`src/rtl/tdp_pkg.sv`:
```
`default_nettype none
// ----------------------------------------------------------------------------
// tdp_pkg
// shared widths, types and helpers for the trial division prime test core
// ----------------------------------------------------------------------------
package tdp_pkg;

	// width of the tested number
	localparam int NUM_BITS = 32;
	// trial divisor width: covers the square root of the largest number plus a margin
	localparam int DIV_W    = NUM_BITS / 2 + 2;
	// running square of the divisor, may step just past the largest number
	localparam int SQ_W     = NUM_BITS + 1;
	// step counter of the remainder unit
	localparam int CNT_W    = $clog2(NUM_BITS);

	typedef logic [NUM_BITS-1:0] num_t;
	typedef logic [DIV_W-1:0]    div_t;
	typedef logic [SQ_W-1:0]     sq_t;
	typedef logic [CNT_W-1:0]    cnt_t;

	// request from the sequencer to the remainder unit
	typedef struct packed {
		logic start;
		num_t dividend;
		div_t divisor;
	} rem_req_t;

	// answer from the remainder unit
	typedef struct packed {
		logic done;
		logic rem_zero;
	} rem_rsp_t;

endpackage
`default_nettype wire

```
`src/rtl/tdp_in_if.sv`:
```
`default_nettype none
// ----------------------------------------------------------------------------
// tdp_in_if
// valid/ready channel carrying the number to test
// ----------------------------------------------------------------------------
interface tdp_in_if import tdp_pkg::*; ();

	logic valid;
	logic ready;
	num_t number;

	modport source (output valid, output number, input ready);
	modport sink   (input valid, input number, output ready);

endinterface
`default_nettype wire

```
`src/rtl/tdp_out_if.sv`:
```
`default_nettype none
// ----------------------------------------------------------------------------
// tdp_out_if
// valid/ready channel carrying the primality verdict
// ----------------------------------------------------------------------------
interface tdp_out_if import tdp_pkg::*; ();

	logic valid;
	logic ready;
	logic is_prime;

	modport source (output valid, output is_prime, input ready);
	modport sink   (input valid, input is_prime, output ready);

endinterface
`default_nettype wire

```
`src/rtl/trial_division_prime_test_core.sv`:
```
`default_nettype none
// ----------------------------------------------------------------------------
// trial_division_prime_test_core
// tests one unsigned number per transfer for primality by trial division
// ----------------------------------------------------------------------------
// usage
//   in_ch  : one number per transfer; ready is high only while no test runs
//   out_ch : one is_prime verdict per accepted number, in order
// sequence
//   zero, one and even numbers: settled in the class state, then the final
//   state loads the verdict; odd numbers: odd divisors from 3 upward are tried
//   while d*d <= number, each trial running in the one-bit-per-cycle remainder
//   unit; a prime near 2^32 takes about 32768 trials, while a composite stops
//   at its smallest odd factor
// throughput
//   one number at a time; the next transfer is taken as soon as the verdict
//   sits in the output register, even if the receiver has not taken it
// reset
//   arst_n clears the sequencer and the output valid; no result is pending
// stall
//   a held verdict waits in the output register; a finished test then waits
//   in its final state until that register frees up
// ----------------------------------------------------------------------------
module trial_division_prime_test_core import tdp_pkg::*; (
	input  wire logic  clk,
	input  wire logic  arst_n,
	tdp_in_if.sink     in_ch,
	tdp_out_if.source  out_ch
);

	// sequencer states
	localparam logic [2:0] ST_IDLE  = 3'd0;
	localparam logic [2:0] ST_CLASS = 3'd1;
	localparam logic [2:0] ST_CHECK = 3'd2;
	localparam logic [2:0] ST_DIV   = 3'd3;
	localparam logic [2:0] ST_FIN   = 3'd4;

	logic [2:0] state_q;
	num_t       n_q;
	div_t       d_q;
	sq_t        sq_q;
	logic       res_q;
	logic       out_valid_q;
	logic       out_prime_q;

	rem_req_t   rem_req;
	rem_rsp_t   rem_rsp;

	logic       sq_over;
	logic       out_free;
	logic       in_xfer;

	// divisor square past the number: no further divisor can exist
	assign sq_over  = sq_q > {1'b0, n_q};
	assign out_free = !out_valid_q || out_ch.ready;
	assign in_xfer  = in_ch.valid && in_ch.ready;

	assign in_ch.ready = (state_q == ST_IDLE);

	// kick off one remainder n mod d from the check state while the square bound still holds
	assign rem_req.start    = (state_q == ST_CHECK) && !sq_over;
	assign rem_req.dividend = n_q;
	assign rem_req.divisor  = d_q;

	tdp_rem_unit u_rem (
		.clk    (clk),
		.arst_n (arst_n),
		.req    (rem_req),
		.rsp    (rem_rsp)
	);

	// sequencer
	always_ff @(posedge clk or negedge arst_n) begin
		if (!arst_n) begin
			state_q <= ST_IDLE;
		end else begin
			unique case (state_q)
				ST_IDLE: begin
					if (in_xfer) begin
						state_q <= ST_CLASS;
					end
				end
				ST_CLASS: begin
					// zero, one and even numbers are settled at once
					if (n_q < NUM_BITS'(2) || !n_q[0]) begin
						state_q <= ST_FIN;
					end else begin
						state_q <= ST_CHECK;
					end
				end
				ST_CHECK: begin
					if (sq_over) begin
						state_q <= ST_FIN;
					end else begin
						state_q <= ST_DIV;
					end
				end
				ST_DIV: begin
					if (rem_rsp.done) begin
						state_q <= rem_rsp.rem_zero ? ST_FIN : ST_CHECK;
					end
				end
				ST_FIN: begin
					if (out_free) begin
						state_q <= ST_IDLE;
					end
				end
				default: begin
					state_q <= ST_IDLE;
				end
			endcase
		end
	end

	// working registers: number, divisor, running square and verdict
	always_ff @(posedge clk) begin
		if (in_xfer) begin
			n_q  <= in_ch.number;
			d_q  <= DIV_W'(3);
			sq_q <= SQ_W'(9);
		end
		if (state_q == ST_CLASS) begin
			// two is the only even prime; odd numbers other than one default to prime
			res_q <= n_q[0] ? (n_q != NUM_BITS'(1)) : (n_q == NUM_BITS'(2));
		end
		if (state_q == ST_DIV && rem_rsp.done) begin
			if (rem_rsp.rem_zero) begin
				res_q <= 1'b0;
			end else begin
				// (d+2)^2 = d^2 + 4d + 4
				d_q  <= d_q + DIV_W'(2);
				sq_q <= sq_q + (SQ_W'(d_q) << 2) + SQ_W'(4);
			end
		end
	end

	// output register
	always_ff @(posedge clk or negedge arst_n) begin
		if (!arst_n) begin
			out_valid_q <= 1'b0;
		end else if (state_q == ST_FIN && out_free) begin
			out_valid_q <= 1'b1;
		end else if (out_ch.ready) begin
			out_valid_q <= 1'b0;
		end
	end

	always_ff @(posedge clk) begin
		if (state_q == ST_FIN && out_free) begin
			out_prime_q <= res_q;
		end
	end

	assign out_ch.valid    = out_valid_q;
	assign out_ch.is_prime = out_prime_q;

	// a transfer always starts a test
	a_xfer_starts: assert property (@(posedge clk) disable iff (!arst_n)
		in_xfer |=> state_q == ST_CLASS)
		else $error("accepted number did not start a test");

	// the remainder unit only answers while the sequencer waits for it
	a_done_in_div: assert property (@(posedge clk) disable iff (!arst_n)
		rem_rsp.done |-> state_q == ST_DIV)
		else $error("remainder result outside the divide state");

	// trial divisors stay odd
	a_div_odd: assert property (@(posedge clk) disable iff (!arst_n)
		(state_q == ST_CHECK || state_q == ST_DIV) |-> d_q[0])
		else $error("even trial divisor");

	// a finished test lands in the output register and frees the input
	a_fin_loads: assert property (@(posedge clk) disable iff (!arst_n)
		(state_q == ST_FIN && out_free) |=> (out_valid_q && state_q == ST_IDLE))
		else $error("finished verdict not loaded");

endmodule
`default_nettype wire

```
`src/rtl/tdp_rem_unit.sv`:
```
`default_nettype none
// ----------------------------------------------------------------------------
// tdp_rem_unit
// restoring remainder unit, one dividend bit per cycle
// ----------------------------------------------------------------------------
module tdp_rem_unit import tdp_pkg::*; (
	input  wire logic     clk,
	input  wire logic     arst_n,
	input  wire rem_req_t req,
	output rem_rsp_t      rsp
);

	logic         busy_q;
	logic         done_q;
	cnt_t         cnt_q;
	num_t         shift_q;
	div_t         divisor_q;
	div_t         rem_q;
	logic [DIV_W:0] trial;
	logic         fits;

	// partial remainder stays below the divisor, so shifting in one bit fits DIV_W+1
	assign trial = {rem_q, shift_q[NUM_BITS-1]};
	assign fits  = trial >= {1'b0, divisor_q};

	always_ff @(posedge clk or negedge arst_n) begin
		if (!arst_n) begin
			busy_q <= 1'b0;
			done_q <= 1'b0;
			cnt_q  <= '0;
		end else begin
			done_q <= 1'b0;
			if (req.start) begin
				busy_q <= 1'b1;
				cnt_q  <= CNT_W'(NUM_BITS - 1);
			end else if (busy_q) begin
				cnt_q <= cnt_q - 1'b1;
				if (cnt_q == '0) begin
					busy_q <= 1'b0;
					done_q <= 1'b1;
				end
			end
		end
	end

	always_ff @(posedge clk) begin
		if (req.start) begin
			shift_q   <= req.dividend;
			divisor_q <= req.divisor;
			rem_q     <= '0;
		end else if (busy_q) begin
			shift_q <= {shift_q[NUM_BITS-2:0], 1'b0};
			if (fits) begin
				rem_q <= DIV_W'(trial - {1'b0, divisor_q});
			end else begin
				rem_q <= trial[DIV_W-1:0];
			end
		end
	end

	assign rsp.done     = done_q;
	assign rsp.rem_zero = (rem_q == '0);

endmodule
`default_nettype wire

```
`src/flat_wrapper.sv`:
```
// flat-port wrapper written by rule: the top's interface ports become plain ports
module trial_division_prime_test_core_flat import tdp_pkg::*;
  (clk, arst_n, in_ch_valid, in_ch_number, in_ch_ready, out_ch_valid, out_ch_is_prime, out_ch_ready);
  tdp_in_if in_ch_i ();
  tdp_out_if out_ch_i ();
  input  wire logic clk;
  input  wire logic arst_n;
  input wire logic [$bits(in_ch_i.valid)-1:0] in_ch_valid;
  input wire logic [$bits(in_ch_i.number)-1:0] in_ch_number;
  output wire logic [$bits(in_ch_i.ready)-1:0] in_ch_ready;
  output wire logic [$bits(out_ch_i.valid)-1:0] out_ch_valid;
  output wire logic [$bits(out_ch_i.is_prime)-1:0] out_ch_is_prime;
  input wire logic [$bits(out_ch_i.ready)-1:0] out_ch_ready;
  assign in_ch_i.valid = in_ch_valid;
  assign in_ch_i.number = in_ch_number;
  assign in_ch_ready = in_ch_i.ready;
  assign out_ch_valid = out_ch_i.valid;
  assign out_ch_is_prime = out_ch_i.is_prime;
  assign out_ch_i.ready = out_ch_ready;
  trial_division_prime_test_core u_core (.clk(clk), .arst_n(arst_n), .in_ch(in_ch_i), .out_ch(out_ch_i));
endmodule
```
`config.mk`:
```
export PLATFORM = sky130hd
export DESIGN_NAME = trial_division_prime_test_core_flat
export DESIGN_NICKNAME = d
export VERILOG_FILES = /design/src/rtl/tdp_pkg.sv /design/src/rtl/tdp_in_if.sv /design/src/rtl/tdp_out_if.sv /design/src/rtl/trial_division_prime_test_core.sv /design/src/rtl/tdp_rem_unit.sv /design/src/flat_wrapper.sv
export SDC_FILE = /design/constraint.sdc
export NUM_CORES = 1
export LEC_CHECK = 0
export BUFFER_PORTS_ARGS = -buffer_cell sky130_fd_sc_hd__buf_4
export CAP_MARGIN = 20
export CORE_ASPECT_RATIO = 1.75
export CORE_MARGIN = 2
export CORE_UTILIZATION = 50
export DETAILED_ROUTE_END_ITERATION = 10
export PLACE_DENSITY = 0.64
export SYNTH_ARGS = -nofsm -noshare
export SYNTH_HDL_FRONTEND = slang
export SYNTH_SLANG_ARGS = --single-unit
```
`constraint.sdc`:
```
create_clock -name clk -period 8.5 [get_ports clk]
set_input_delay 0.425 -clock clk [delete_from_list [all_inputs] [get_ports clk]]
set_output_delay 0.425 -clock clk [all_outputs]
set_load 0.01 [all_outputs]
```
==> results of run 1 <==
kinds of logic after synthesis:
logic type | count (synthesis) | synth area share (%)
flip-flops | 164 | 45.8
buffers and inverters | 100 | 4.68
multiplexers | 10 | 1.10
AO/OA/AOI/OAI | 255 | 17.8
XOR/XNOR | 28 | 2.67
adder cells (fa/ha/maj) | 91 | 12.6
AND/OR/NAND/NOR | 288 | 15.4
sequential cells by signal, indices dropped and copies added (netlist names):
signal	count
u_core.d_q	18
u_core.out_ch.is_prime	1
u_core.u_rem.shift_q	32
u_core.sq_q	33
u_core.state_q	3
u_core.u_rem.rem_q	18
u_core.u_rem.busy_q	1
u_core.u_rem.divisor_q	18
u_core.u_rem.done_q	1
u_core.out_ch.valid	1
u_core.res_q	1
u_core.n_q	32
u_core.u_rem.cnt_q	5
through the flow:
stage,setup slack [ps],cells,utilization (%)
floorplan,5090,936,-
global placement,4310,1187,53.8
detailed placement,4170,1187,53.8
CTS,4170,1220,57.5
global route,3870,1220,57.5
finish,4210,1220,57.5
power groups by stage:
stage                     combinational, mW  sequential (mW)  clock (mW)
after detailed placement               1.12             1.24           0
after global routing                   1.26             1.24       0.879
after CTS                              1.13             1.22       0.855
after floorplan                       0.884             1.19           0
after global placement                 1.11             1.23           0
final                                  1.12             1.22       0.840
area by class of cell:
class / count / area (um^2) / share of cell area, %
multi-input cells: 672 / 4560 / 44.1
flip-flops and latches: 164 / 4200 / 40.7
clock buffers: 22 / 528 / 5.11
repair buffers: 47 / 355 / 3.44
well taps: 234 / 293 / 2.83
inverters: 71 / 267 / 2.58
clock inverters: 10 / 128 / 1.24
layer usage:
layer / vias up / track usage [%] / part of all wire, %
li1: 3512 / - / -
met1: 3283 / 23.6 / 39
met2: 117 / 44.4 / 56
met3: 42 / 2.63 / 2.0
met4: 0 / 9.74 / 3.1
met5: - / 0 / 0
timing repair:
action	CTS	global route
setup buffers	0	0
hold endpoints to repair	11	0
hold buffers	1	0
how the worst min path moves through the flow:
stage | endpoint | cells past startpoint | slack [ps] | startpoint
after floorplan | u_core.out_ch.valid$_DFFE_PN0P_ | 0 | 130 | arst_n
after global placement | u_core.u_rem.cnt_q[2]$_DFFE_PN0P_ | 1 | 270 | arst_n
after detailed placement | u_core.state_q[0]$_DFFE_PN0P_ | 1 | 270 | arst_n
after CTS | u_core.n_q[22]$_DFFE_PP_ | 1 | 160 | in_ch_number[22]
after global routing | u_core.n_q[17]$_DFFE_PP_ | 1 | 160 | in_ch_number[17]
final | u_core.n_q[24]$_DFFE_PP_ | 1 | 170 | in_ch_number[24]
critical path, stage by stage, from the launching register on:
cell,delay [ps]
edfxtp_1,410
inv_1,100
ha_1,280
nand2_1,50
or4b_4,530
nor4_2,400
nand4_1,210
o311ai_1,160
nand3_2,730
buf_4,560
inv_2,420
nor3_1,110
a22o_1,200
cells in the final DEF, fill, tap and decap left out, types with 15 or more instances in the layout:
master       n
ha_1        89
buf_4       46
dfxtp_1     67
nor2_1      31
nand2_1    113
o21ai_0     56
nor4_1      15
edfxtp_1    86
clkbuf_16   20
nand4_1     18
o211ai_1    17
nand3_1     40
o21ai_1     20
inv_1       69
a21oi_1     71
==> results by group, run 1 <==
Detailed routing
  – Total wire length: about 21000 um
  – DR WL/cell: ~17 um
  – Via/cell ratio: about 5.7
  – DR iter-0 viols: between 300 and 400
  – Detailed-route via count: 6954
  – First-pass iteration count of the detailed router: 4
  – Detail Route Antenna Nets: 0
  – Residual DRC: 0

Worst setup path
  – Reg-to-reg endpoint: u_core.u_rem.rem_q[17]$_SDFFE_PP0P_
  – Crit path from: u_core.n_q[27]$_DFFE_PP_
  – FF-to-FF path depth: 12
  – R2R Setup Slk: roughly 4200 ps
  – CP Launch Type: register
  – Largest fanout on the critical path: 44
  – Arr. time, crit path: approximately 4600 ps
  – Reg-to-reg startpoint: u_core.n_q[27]$_DFFE_PP_
  – Crit path to: u_core.u_rem.rem_q[17]$_SDFFE_PP0P_
  – Worst Path Required: roughly 8800 ps
  – Critical path class: reg -> reg
  – Crit path capture type: register

Pwr
  – Cell-internal power: about 2.1 mW
  – Leak: 4.43 nW
  – Psw: 1.13 mW
  – Sw Share: between 30% and 40%
  – VDD IR max: about 0.21 mV
  – Clk network pwr share: about a quarter
  – Sequential power share: between 30% and 40%
  – Power Density: just over 300 nW/um^2
  – Total power draw: roughly 3.2 mW
  – Combinational share of power: 35.2%

Place
  – GP Congestion: 0.882
  – PortBufs: 38
  – Post-DP Area: between 9000 and 10000 um^2
  – Hpwl dp: about 16000 um

Yosys
  – Syn nets: roughly 1100
  – Post-Syn Area: 9180 um^2
  – Yosys top cell area share: roughly 28%
  – Fraction of registers with async set/reset: under 10%
  – Most numerous cell in the Yosys netlist: nand2_1
  – EDFF count, synth: 86
  – Count of cell types in the netlist: 74
  – Ys flop type: edfxtp_1
  – Yosys reg bits: around 160
  – Top cell type by total area after synthesis: edfxtp_1
  – Sequential share of the synthesized area: a little under half
  – Yosys synthesis warning count: 0
  – Post-synthesis area per instance: between 9 and 10 um^2
  – Cells after synthesis: roughly 940
  – Synth top area cells: edfxtp_1, dfxtp_1, ha_1
  – Synth top cells by count: nand2_1, ha_1, edfxtp_1, a21oi_1, inv_1

Die
  – Die Height: ~180 um
  – Die X: between 100 and 150 um
  – Core Area: around 18000 um^2
  – IO Count: 39
  – DIE AREA: around 19000 um^2
  – Starting density of the core: about half
  – # rows: between 60 and 70

Finish
  – Design area: approximately 10000 um^2
  – Area Overhead vs Synth: 12.6%
  – Antenna Cells: 0
  – Layout cells sized above 1: between 10 and 15%
  – # fillers: 1577
  – Final nets: 1100

Global routing
  – GRT Total Usage: a little under a quarter
  – Vias in the first global route: just under 7000
  – Initial antenna violation count: 0
  – Grt ovf: 0
  – First-pass GRT wire length: ~34000 um
  – Largest net degree at the start of global routing: between 40 and 50

STA
  – Worst Max-Slew Pin Slew: about 870 ps
  – Total Neg Setup Slack: 0 ps
  – WHS: between 150 and 200 ps
  – RSZ-0062 raised after global routing: no
  – Clk_skew: 11.9 ps
  – F_max: ~230 MHz
  – Fin crit share: around half
  – Max_slew headroom: a little over two fifths
  – Tmin final: approximately 4300 ps
  – Final setup viols: 0
  – Fin. Hold Viols: 0
  – Final Slew Violations: 0

Clocking
  – # resized after CTS: 0
  – CTS buffer count: 17
  – Num Clock Sinks: 164
  – Clock buffer depth: 2
  – Clk Latency, worst-skew pair: ~430 ps
  – CTS clk-pin slew, worst paths: 70 ps
  – CTS H-tree lvls: 4
  – Root Driver: clkbuf_16
  – CTS tree: done

Status
  – Status: completed

Run
  – Total of max-cap violations: 0

Worst hold path
  – Hold Crit Class: in -> reg
No activity file was read; power rests on OpenSTA's default activity.
==> run 2, diff against run 1 <==
- PLACE_DENSITY: 0.64 -> 0.66
- clock period: 8.5 -> 3.9 ns (I/O delays scaled with it)
==> results by group, run 2 (synthesized netlist as in run 1, its figures left out) <==
Finish
  – Layout cells sized above 1: 10.4% (-0.59 points)
  – Antenna Cells: 0 (unchanged)
  – Area Overhead vs Synth: 15.3%
  – Commonest cells after routing, fill and taps aside: nand2_1, ha_1, edfxtp_1
  – Commonest non-fill, non-tap cell in the layout: nand2_1
  – Final nets: 1137 (+3.4%)
  – Layout Cells excl Fill: 1257 (+3.0%)
  – Regs by FF count: u_core.sq_q x33, u_core.n_q x32, u_core.u_rem.shift_q x32
  – Register with the most flip-flops: u_core.sq_q
  – Max reg flops: 33 (unchanged)

Place
  – PortBufs: 38 (unchanged)
  – GP Congestion: 0.865 (-1.9%)
  – Hpwl dp: 15900 um (+0.39%)
  – Dpl cells: 1192 (+0.42%)

Global routing
  – Initial antenna violation count: 0 (unchanged)
  – Grt ovf: 0 (unchanged)
  – Vias in the first global route: 7150 (+3.5%)
  – First-pass GRT wire length: 34800 um (+0.98%)
  – Largest net degree at the start of global routing: 63 (+40%)
  – GRT Total Usage: 22.8% (+0.21 points)

Worst setup path
  – Delay-heaviest family, CP: simple AND/OR/NAND/NOR gates
  – Arr. time, crit path: 3680 ps (-940 ps)
  – Critical path class: reg -> reg
  – CP Launch Type: register
  – Max stage delay on crit path: 520 ps (-210 ps)
  – CP Cell Sequence: inv_1 > ha_1 > nand2_1 > or4b_4 > nor4_2 > nand4_1 > a21oi_2 > nand3_2 > buf_4 > inv_2 > nor3_1 > a22o_1
  – Critical-path top delay cell: or4b_4
  – WP buf/inv: 3 (unchanged)
  – Largest fanout on the critical path: 23 (-48%)
  – Worst Path Required: 4210 ps (-4620 ps)
  – Crit path capture type: register

Pwr
  – Power Density: 636 nW/um^2 (+110%)
  – VDD IR max: 0.373 mV (+76%)
  – Leak: 4.53 nW (+2.1%)

Detailed routing
  – Via/cell ratio: 5.68 (-0.42%)
  – Total wire length: 21000 um (+0.33%)
  – Detail Route Antenna Nets: 0 (unchanged)
  – First-pass iteration count of the detailed router: 5 (+1)
  – Residual DRC: 0 (unchanged)
  – DR WL/cell: 16.7 um (-2.6%)
  – DR iter-0 viols: 321 (-2.1%)
  – Detailed-route via count: 7135 (+2.6%)

Die
  – IO Count: 39 (unchanged)
  – DIE AREA: 19500 um^2 (unchanged)
  – Die Height: 183 um (unchanged)
  – Starting density of the core: 51.0% (unchanged)
  – # rows: 65 (unchanged)
  – Die X: 106 um (unchanged)
  – Core Area: 18000 um^2 (unchanged)

Clocking
  – # resized after CTS: 0 (unchanged)
  – Cts hold-fix bufs: 33 (+32)
  – Clk Latency, worst-skew pair: 420 ps (about the same)
  – CTS buffer count: 17 (unchanged)
  – CTS H-tree lvls: 4 (unchanged)
  – Root Driver: clkbuf_16
  – Clock buffer depth: 2 (unchanged)
  – CTS tree: done
  – CTS clk-pin slew, worst paths: 60 ps (about the same)
  – Post-CTS Setup Bufs: 0 (unchanged)
  – Num Clock Sinks: 164 (unchanged)

Status
  – Status: completed

STA
  – Final Slew Violations: 0 (unchanged)
  – Max_slew headroom: 49.0% (+7.3 points)
  – Fin crit share: 86.2% (+36 points)
  – Fin. Hold Viols: 0 (unchanged)
  – Clk_skew: 7.85 ps (-4.02 ps)
  – Total Neg Setup Slack: 0 ps (unchanged)
  – Worst Max-Slew Pin Slew: 757 ps (-108 ps)
  – F_max: 297 MHz (+28%)
  – Tmin final: 3360 ps (-926 ps)
  – Final setup viols: 0 (unchanged)
  – RSZ-0062 raised after global routing: no

Run
  – Total of max-cap violations: 0 (unchanged)

Worst hold path
  – Hold Crit Class: in -> reg
-- run 2: stage by stage --
step | total power [mW] | utilization [%] | setup slack, ps | hold slack [ps] | area, um^2
floorplan | 4.51 | - | 491 | -101 | 9180
global placement | 5.11 | 54.0 | 608 | 36.4 | 9700
detailed placement | 5.15 | 54.0 | 539 | 37.4 | 9700
CTS | 6.78 | 58.9 | 525 | 22.6 | 10600
global route | 7.18 | 58.9 | 247 | 20.3 | 10600
finish | 6.74 | 58.9 | 537 | 35.3 | 10600
-- run 2: final cells by class --
| class | count | area [um^2] |
|---|---|---|
| fill | 1563 | 7390 |
| multi-input combinational | 672 | 4560 |
| sequential | 164 | 4200 |
| timing repair buffer | 84 | 713 |
| clock buffer | 22 | 444 |
| tap | 234 | 293 |
| inverter | 71 | 267 |
| clock inverter | 10 | 109 |
-- run 2: metal layers --
layer | track usage, % | vias to the layer above | routed length (um)
met4 | 10.7 | 0 | 798
met5 | 0 | - | 0
met1 | 23.5 | 3385 | 7960
met2 | 44.4 | 110 | 11900
met3 | 3.02 | 45 | 380
li1 | - | 3595 | -
-- run 2: worst register-to-register path, delay by kind of cell (launching register included) --
kind                       cells  cell delay (ps)
adders and majority gates      1              290
AOI/OAI and AO/OA              2              430
DFF                            1              410
buffers and inverters          3              770
and+or+nand+nor                6             1350
-- run 2: power breakdown --
part           leakage, nW  switching [mW]  internal (mW)
clock network        0.256           0.663          0.937
logic                 2.75            1.45           1.03
registers             1.52           0.271           2.38
-- run 2: path summary, 6_finish.rpt --
path	startpoint	to	slack, ps	cells after the start
min	in_ch_valid	u_core.state_q[0]$_DFFE_PN0P_	40	3
max	u_core.n_q[27]$_DFFE_PP_	u_core.u_rem.rem_q[17]$_SDFFE_PP0P_	540	12
max in group asynchronous	arst_n	u_core.u_rem.busy_q$_DFF_PN0_	3610	2
min in group asynchronous	arst_n	u_core.state_q[0]$_DFFE_PN0P_	140	2
min reg2reg	u_core.res_q$_DFF_P_	u_core.out_ch.is_prime$_DFFE_PP_	440	0
max reg2reg	u_core.n_q[27]$_DFFE_PP_	u_core.u_rem.rem_q[17]$_SDFFE_PP0P_	540	12
==> run 3, diff against run 2 <==
- PLACE_DENSITY: 0.66 -> 0.7
- clock period: 3.9 -> 4.3 ns (I/O delays scaled with it)
==> results by group, run 3 (synthesized netlist as in run 1, its figures left out) <==
Pwr
  – Combinational share of power: 36.4% (-0.4 points)
  – Clk network pwr share: 24.7% (+0.9 points)
  – Sw Share: 36.0% (+0.58 points)
  – Total power draw: 6.21 mW (-7.8%)
  – Sequential power share: 38.9% (-0.5 points)
  – VDD IR max: 0.349 mV (-6.5%)
  – Power Density: 584 nW/um^2 (-8.2%)
  – Psw: 2.24 mW (-6.3%)
  – Leak: 4.56 nW (+0.80%)
  – Cell-internal power: 3.97 mW (-8.6%)

Global routing
  – GRT Total Usage: 23.6% (+0.82 points)
  – Initial antenna violation count: 0 (unchanged)
  – Largest net degree at the start of global routing: 54 (-14%)
  – Vias in the first global route: 7369 (+3.1%)
  – First-pass GRT wire length: 36000 um (+3.5%)
  – Grt ovf: 0 (unchanged)

Detailed routing
  – Total wire length: 21600 um (+2.5%)
  – Detailed-route via count: 7181 (+0.64%)
  – Via/cell ratio: 5.71 (+0.64%)
  – DR WL/cell: 17.2 um (+2.5%)
  – Detail Route Antenna Nets: 0 (unchanged)
  – Residual DRC: 0 (unchanged)
  – First-pass iteration count of the detailed router: 5 (unchanged)
  – DR iter-0 viols: 336 (+4.7%)

Clocking
  – Clk Latency, worst-skew pair: 440 ps (+20 ps)
  – Root Driver: clkbuf_16
  – CTS H-tree lvls: 4 (unchanged)
  – Clock buffer depth: 2 (unchanged)
  – CTS tree: done
  – Post-CTS Setup Bufs: 0 (unchanged)
  – CTS clk-pin slew, worst paths: 70 ps (about the same)
  – Num Clock Sinks: 164 (unchanged)
  – CTS buffer count: 17 (unchanged)

Worst setup path
  – Arr. time, crit path: 3520 ps (-160 ps)
  – Worst Path Required: 4390 ps (+180 ps)
  – Critical path class: reg -> reg
  – Critical-path top delay cell: or4b_4
  – Largest fanout on the critical path: 53 (+130%)
  – CP Launch Type: register
  – Max stage delay on crit path: 490 ps (-30 ps)
  – Crit path capture type: register
  – CP Cell Sequence: inv_1 > ha_1 > nand4_1 > or4b_4 > nor4_2 > nand4_1 > a21oi_2 > nand3_2 > buf_4 > nand2_1 > buf_4

Die
  – Die X: 106 um (unchanged)
  – IO Count: 39 (unchanged)
  – Core Area: 18000 um^2 (unchanged)
  – # rows: 65 (unchanged)
  – Starting density of the core: 51.0% (unchanged)
  – Die Height: 183 um (unchanged)
  – DIE AREA: 19500 um^2 (unchanged)

STA
  – Final setup viols: 0 (unchanged)
  – F_max: 291 MHz (-2.2%)
  – Tmin final: 3440 ps (+75.5 ps)
  – Fin crit share: 80.0% (-6.3 points)
  – RSZ-0062 raised after global routing: no
  – Final Slew Violations: 0 (unchanged)
  – Max_slew headroom: 34.2% (-15 points)
  – Total Neg Setup Slack: 0 ps (unchanged)
  – Clk_skew: 7.10 ps (-0.748 ps)
  – Fin. Hold Viols: 0 (unchanged)
  – WHS: 30.8 ps (-4.50 ps)
  – Worst Max-Slew Pin Slew: 977 ps (+220 ps)

Worst hold path
  – Hold Crit Class: in -> reg

Finish
  – Area Overhead vs Synth: 15.9%
  – Regs by FF count: u_core.sq_q x33, u_core.n_q x32, u_core.u_rem.shift_q x32
  – Design area: 10600 um^2 (+0.47%)
  – Commonest non-fill, non-tap cell in the layout: nand2_1
  – Register with the most flip-flops: u_core.sq_q
  – Final nets: 1137 (unchanged)
  – Layout cells sized above 1: 11.0% (+0.68 points)
  – Multi-input logic area: 4560 um^2 (unchanged)
  – FF/Latch Area: 4200 um^2 (unchanged)
  – # fillers: 1516 (-3.0%)
  – Antenna Cells: 0 (unchanged)
  – Max reg flops: 33 (unchanged)
  – Commonest cells after routing, fill and taps aside: nand2_1, ha_1, edfxtp_1
  – Layout Cells excl Fill: 1257 (unchanged)

Status
  – Status: completed

Run
  – Total of max-cap violations: 0 (unchanged)

Place
  – GP Congestion: 0.890 (+2.9%)
  – Dpl cells: 1192 (unchanged)
  – Post-DP Area: 9710 um^2 (+0.13%)
  – Hpwl dp: 15900 um (-0.22%)
  – PortBufs: 38 (unchanged)
## run 3: what timing repair did
item | CTS | global route
gates resized for setup | 0 | 0
endpoints found under the hold margin | 43 | 0
hold buffers | 33 | 0
## run 3: worst max-delay path, delay by kind of cell (launching register included)
kind | cells | cell delay [ps]
DFF | 1 | 360
AOI/OAI and AO/OA | 1 | 200
adders and majority gates | 1 | 290
buffers and inverters | 3 | 800
and+or+nand+nor | 6 | 1400
## run 3: worst paths after layout
| check | endpoint | cells after the start | startpoint | slack, ps |
|---|---|---|---|---|
| max reg2reg | u_core.u_rem.shift_q[24]$_DFFE_PP_ | 11 | u_core.n_q[31]$_DFFE_PP_ | 860 |
| max in group asynchronous | u_core.u_rem.cnt_q[0]$_DFFE_PN0P_ | 2 | arst_n | 4010 |
| min | u_core.state_q[0]$_DFFE_PN0P_ | 3 | in_ch_valid | 30 |
| min in group asynchronous | u_core.out_ch.valid$_DFFE_PN0P_ | 2 | arst_n | 140 |
| max | u_core.u_rem.shift_q[24]$_DFFE_PP_ | 11 | u_core.n_q[31]$_DFFE_PP_ | 860 |
| min reg2reg | u_core.out_ch.is_prime$_DFFE_PP_ | 0 | u_core.res_q$_DFF_P_ | 450 |
## run 3: per-layer routing
metal | global-route usage, % | up-vias | wire length [um]
met5 | 0 | - | 0
li1 | - | 3593 | -
met4 | 13.4 | 0 | 1020
met2 | 44.7 | 150 | 11800
met3 | 3.62 | 66 | 573
met1 | 24.2 | 3372 | 8140
## run 3: layout make-up
class	instances	area share [%]
multi-input combinational	672	42.9
sequential	164	39.5
timing repair buffer	84	6.83
clock buffer	18	4.13
tap	234	2.75
inverter	71	2.51
clock inverter	14	1.42
## run 3: power by group through the flow
stage / Sequential, mW / Combinational (mW) / Clock, mW
after floorplan: 2.34 / 1.75 / 0
after detailed placement: 2.44 / 2.24 / 0
final: 2.42 / 2.26 / 1.53
after global placement: 2.44 / 2.20 / 0
after global routing: 2.46 / 2.56 / 1.62
after CTS: 2.41 / 2.27 / 1.56
## run 3: per-stage QoR
step                      setup WS [ps]  util [%]
after global placement              935      54.0
after detailed placement            856      54.0
after CTS                           841      59.2
final                               861      59.2
after global routing                610      59.2
after floorplan                     891         -
